$ cat src/sv/cpss_pkg.sv
// Package for the closest probe search: words, codes, states and defaults.
`default_nettype none

package cpss_pkg;

  localparam int CPSS_MAX_PROBES = 1024;
  localparam int CPSS_MAX_POINTS = 64;

  typedef enum logic [1:0] {
    CMD_CLEAR  = 2'd0,
    CMD_APPEND = 2'd1,
    CMD_POINT  = 2'd2,
    CMD_QUERY  = 2'd3
  } cmd_e;

  typedef enum logic [1:0] {
    ST_IDLE,
    ST_SCAN,
    ST_DRAIN,
    ST_OUT
  } state_e;

  localparam logic signed [10:0] IDX_NONE = -11'sd1;
  localparam logic signed [10:0] IDX_ZERO = 11'sd0;

  typedef struct packed {
    cmd_e               cmd;
    logic signed [15:0] probe_x;
    logic signed [15:0] probe_y;
    logic signed [15:0] probe_z;
    logic signed [23:0] point_x;
    logic signed [23:0] point_y;
    logic signed [23:0] point_z;
    logic signed [15:0] normal_x;
    logic signed [15:0] normal_y;
    logic signed [15:0] normal_z;
    logic               has_side;
    logic               has_polygon;
  } in_word_t;

  typedef struct packed {
    logic signed [10:0] probe_index;
    logic               from_front;
  } out_word_t;

  typedef struct packed {
    logic signed [15:0] x;
    logic signed [15:0] y;
    logic signed [15:0] z;
  } probe_t;

endpackage

`default_nettype wire

$ cat src/sv/cpss_best_sel.sv
// Running minimum over the samples: nearest in front and nearest overall.
`default_nettype none

module cpss_best_sel
  import cpss_pkg::*;
#(
  parameter int MAX_PROBES = CPSS_MAX_PROBES,
  parameter int MAX_POINTS = CPSS_MAX_POINTS,
  localparam int AW  = (MAX_PROBES > 1) ? $clog2(MAX_PROBES) : 1,
  localparam int PCW = $clog2(MAX_POINTS + 1),
  localparam int SQW = 2 * (26 + PCW) + 1
) (
  input  wire logic            clk_i,
  input  wire logic            rst_ni,
  input  wire logic            clear_i,
  input  wire logic            smp_valid_i,
  input  wire logic [AW-1:0]   smp_idx_i,
  input  wire logic [SQW-1:0]  smp_d2_i,
  input  wire logic            smp_front_i,
  output logic                 has_front_o,
  output logic [AW-1:0]        idx_front_o,
  output logic [AW-1:0]        idx_all_o
);

  logic            has_front_q, has_all_q;
  logic [SQW-1:0]  best_front_q, best_all_q;
  logic [AW-1:0]   idx_front_q, idx_all_q;
  logic            take_front, take_all;

  // strict compare keeps the lowest index on ties
  assign take_front = smp_valid_i && smp_front_i && (!has_front_q || smp_d2_i < best_front_q);
  assign take_all   = smp_valid_i && (!has_all_q || smp_d2_i < best_all_q);

  always_ff @(posedge clk_i or negedge rst_ni) begin
    if (!rst_ni) begin
      has_front_q <= 1'b0;
      has_all_q   <= 1'b0;
    end else if (clear_i) begin
      has_front_q <= 1'b0;
      has_all_q   <= 1'b0;
    end else begin
      if (take_front) has_front_q <= 1'b1;
      if (take_all)   has_all_q   <= 1'b1;
    end
  end

  always_ff @(posedge clk_i) begin
    if (take_front) begin
      best_front_q <= smp_d2_i;
      idx_front_q  <= smp_idx_i;
    end
    if (take_all) begin
      best_all_q <= smp_d2_i;
      idx_all_q  <= smp_idx_i;
    end
  end

  assign has_front_o = has_front_q;
  assign idx_front_o = idx_front_q;
  assign idx_all_o   = idx_all_q;

endmodule

`default_nettype wire

$ cat config.mk
export PLATFORM = sky130hd
export DESIGN_NAME = cpss_best_sel
export DESIGN_NICKNAME = d
export VERILOG_FILES = /design/src/sv/cpss_pkg.sv /design/src/sv/cpss_best_sel.sv
export SDC_FILE = /design/constraint.sdc
export NUM_CORES = 1
export LEC_CHECK = 0
export ABC_CLOCK_PERIOD_IN_PS = 7100
export BUFFER_PORTS_ARGS = -buffer_cell sky130_fd_sc_hd__buf_4
export CAP_MARGIN = 20
export CORE_MARGIN = 1
export CORE_UTILIZATION = 40
export CTS_CLUSTER_DIAMETER = 80
export DETAILED_ROUTE_END_ITERATION = 10
export SETUP_SLACK_MARGIN = 0.2
export SYNTH_ARGS = -nofsm -noshare
export SYNTH_HDL_FRONTEND = slang
export SYNTH_SLANG_ARGS = --single-unit
$ cat constraint.sdc
create_clock -name clk_i -period 7.1 [get_ports clk_i]
set_input_delay 0.71 -clock clk_i [delete_from_list [all_inputs] [get_ports clk_i]]
set_output_delay 0.71 -clock clk_i [all_outputs]
set_load 0.05 [all_outputs]
==> flow_summary.yaml <==
power_and_ir_drop:
  power_density_nw_per_um2: 240
  peakVddDrop_mv: 0.159
  p_leak_nw: 4.47
synthesis:
  ys_ff_latch: 156
  netlist_instances: 636
  synth.cell_area_sq_um: 8040
  yosysTopAreaCell: "edfxtp_1"
  syn-num-nets: 850
  yosysWarnings: 0
  synth.distinct_cells: 37
  synthTopCellsByArea: "edfxtp_1 (58%), ha_1 (21%), inv_1 (6.4%), a21oi_1 (3.1%), nand4_1 (1.6%)"
  yosysSeqAreaShare_pct: 58.2
  avgSynthCellArea_sq_um: 12.6
  netlist.area_leader.share_pct: 57.6
worst_hold_path:
  hp-class: "primary input to asynchronous set/reset pin"
global_route:
  grt_overflow: 0
  track_usage_pct: 16.3
  grt_pass1_vias: 5239
  grt_pass1_wl_mm: 25.2
  grt_max_degree: 78
  antenna_found_initial: 0
clocking:
  ctsHoldBuffers: 0
  cts_root_buf: "clkbuf_16"
  cts_num_sinks: 156
  clk_latency_ns: 0.42
  cts_tree: "yes"
  postCtsSetupRepairBufs: 0
  ctsLongestPathBuffers: 2
  cts.repair.resized: 0
  cts_buffers: 17
  path_clk_slew_ns: 0.06
  htreeDepth: 4
finish:
  regArea_sq_um: 4670
  final_common_cell: "edfxtp_1"
  drive_gt1_share_pct: 17.9
  area_delta_synth_final_pct: 21.6
  fillers: 1746
  design_area_sq_um: 9770
  fin_nets: 973
  layout_common_cells: "edfxtp_1 (154), inv_1 (136), ha_1 (132)"
  multi_input_area_sq_um: 2870
  diodes: 0
floorplan:
  die-area_sq_um: 20700
  std_cell_rows: 51
  dieHeight_um: 144
  die_x_um: 144
  io_pins: 103
  initial_utilization_pct: 41.0
  core_area_sq_um: 19600
sta:
  skew_ns: 0.0111
  fin_tns_setup_ns: 0
  final-max-slew-violation-count: 0
  hold_viol_final: 0
  min_period_ns: 3.85
  holdWs_ns: 0.0859
  worst_slew_pin_slew_ns: 0.843
  rsz0062_at_grt: "no"
  slew_headroom_pct: 43.6
  period_share_pct: 54.2
  setup_violations: 0
  fmax_ghz: 0.260
placement:
  portBuffers: 102
  dp_hpwl_mm: 11.3
  routabilityCongestion: 0.814
  post_dp_cell_area_sq_um: 9160
critical_path:
  arrival_ns: 3.89
  cp_top_family: "compound AO/OA/AOI/OAI gates"
  worstPathBufferInverterCount: 2
  path_common_cell: "buf_4"
  slowest_delay_ns: 0.73
  crit_path_top_delay_cell: "buf_4"
  cp-start-kind: "primary input"
  path_class: "primary input to flip-flop"
  worst-path-max-fanout: 51
  cp-end-kind: "flip-flop"
  crit_chain: "buf_4 -> ha_1 -> a21oi_1 -> o21ai_0 -> a22o_1 -> a2111oi_0 -> a31oi_1 -> nor2_4 -> buf_4"
  crit_required_ns: 7.15
drt:
  route.met2.wl_mm: 7.35
  met3_length_um: 644
  viasPerCell: 4.89
  wl_mm: 15.5
  vias: 5076
  antenna_left: 0
  met1_length_mm: 7.34
  first_iter_violations: 298
  drc: 0
  avgRoutedWirePerCell_um: 15.0
  dr.pass1.iters: 4
  highest_layer: "met4"
flow_run:
  cap_viol_max_count: 0
outcome:
  status: "finished clean"
sequential cells by signal (all words and copies together), names as in the netlist:
register	cells
best_front_q	67
best_all_q	67
has_all_q	1
idx_all_o	10
idx_front_o	10
has_front_o	1
worst register-to-register path: stages (launching register included):
cell and delay (ns):
edfxtp_1 0.35, inv_1 0.06, ha_1 0.25, a21oi_1 0.14, o21ai_0 0.13, a22o_1 0.23
a2111oi_0 0.46, a31oi_1 0.27, nor2_4 0.70, buf_4 0.74
power by group:
part,switching (W),internal [W]
Sequential,0.0000164,0.00109
Clock,0.000355,0.000552
Combinational,0.000198,0.000132
stage by stage:
stage	cells	worst slack (ns)	utilization, %	power, W
detailed placement	1004	2.74	46.7	0.00146
floorplan	636	1.32	-	0.00133
finish	1037	3.25	49.9	0.00235
CTS	1036	3.20	49.7	0.00237
global route	1037	2.97	49.9	0.00246
global placement	1004	2.75	46.7	0.00144
area by class of cell:
| type | count | area share (%) |
|---|---|---|
| clock buffer | 21 | 4.51 |
| multi-input combinational | 344 | 29.3 |
| tap | 265 | 3.39 |
| clock inverter | 11 | 1.49 |
| timing repair buffer | 104 | 8.20 |
| inverter | 136 | 5.23 |
| sequential | 156 | 47.8 |
logic make-up after synthesis:
| kind of cell | share of synthesized area (%) |
|---|---|
| AO/OA/AOI/OAI | 8.49 |
| buffers and inverters | 6.35 |
| flip-flops | 58.2 |
| adder cells (fa/ha/maj) | 20.6 |
| AND/OR/NAND/NOR | 6.43 |
synthesized netlist by cell type (all sizes together):
master and number:
nor3 6, and4 4, inv 136, a21boi 2, edfxtp 154, o221ai 1, a221o 3, and3 1
a22oi 1, a22o 1, a31oi 2, dfrtp 2, nand3 12, a21o 15, o21ai 17, nor2 13
or3 1, o211ai 3, a211o 2, nand2b 4, o41ai 1, a211oi 1, a21oi 51, o21a 1
nor2b 3, nand4 21, a2111oi 2, nor4 4, nand2 34, o31ai 1, o22a 1, a221oi 4
ha 132
final timing paths:
check	slack, ns	cells after the start	startpoint	to
max	3.25	9	smp_d2_i[22]	best_front_q[52]$_DFFE_PP_
min in group clk_i	0.46	2	clear_i	has_all_q$_DFFE_PN0P_
max reg2reg	3.34	9	best_front_q[22]$_DFFE_PP_	best_front_q[52]$_DFFE_PP_
min reg2reg	0.50	2	has_all_q$_DFFE_PN0P_	has_all_q$_DFFE_PN0P_
min	0.09	1	rst_ni	has_front_o$_DFFE_PN0P_
max in group asynchronous	6.91	1	rst_ni	has_all_q$_DFFE_PN0P_
per-layer routing:
| layer | up-vias | global-route usage [%] |
|---|---|---|
| met2 | 89 | 26.5 |
| met3 | 15 | 4.50 |
| li1 | 2549 | - |
| met5 | - | 0 |
| met4 | 0 | 5.71 |
| met1 | 2423 | 20.7 |
No activity file was read; power rests on OpenSTA's default activity.
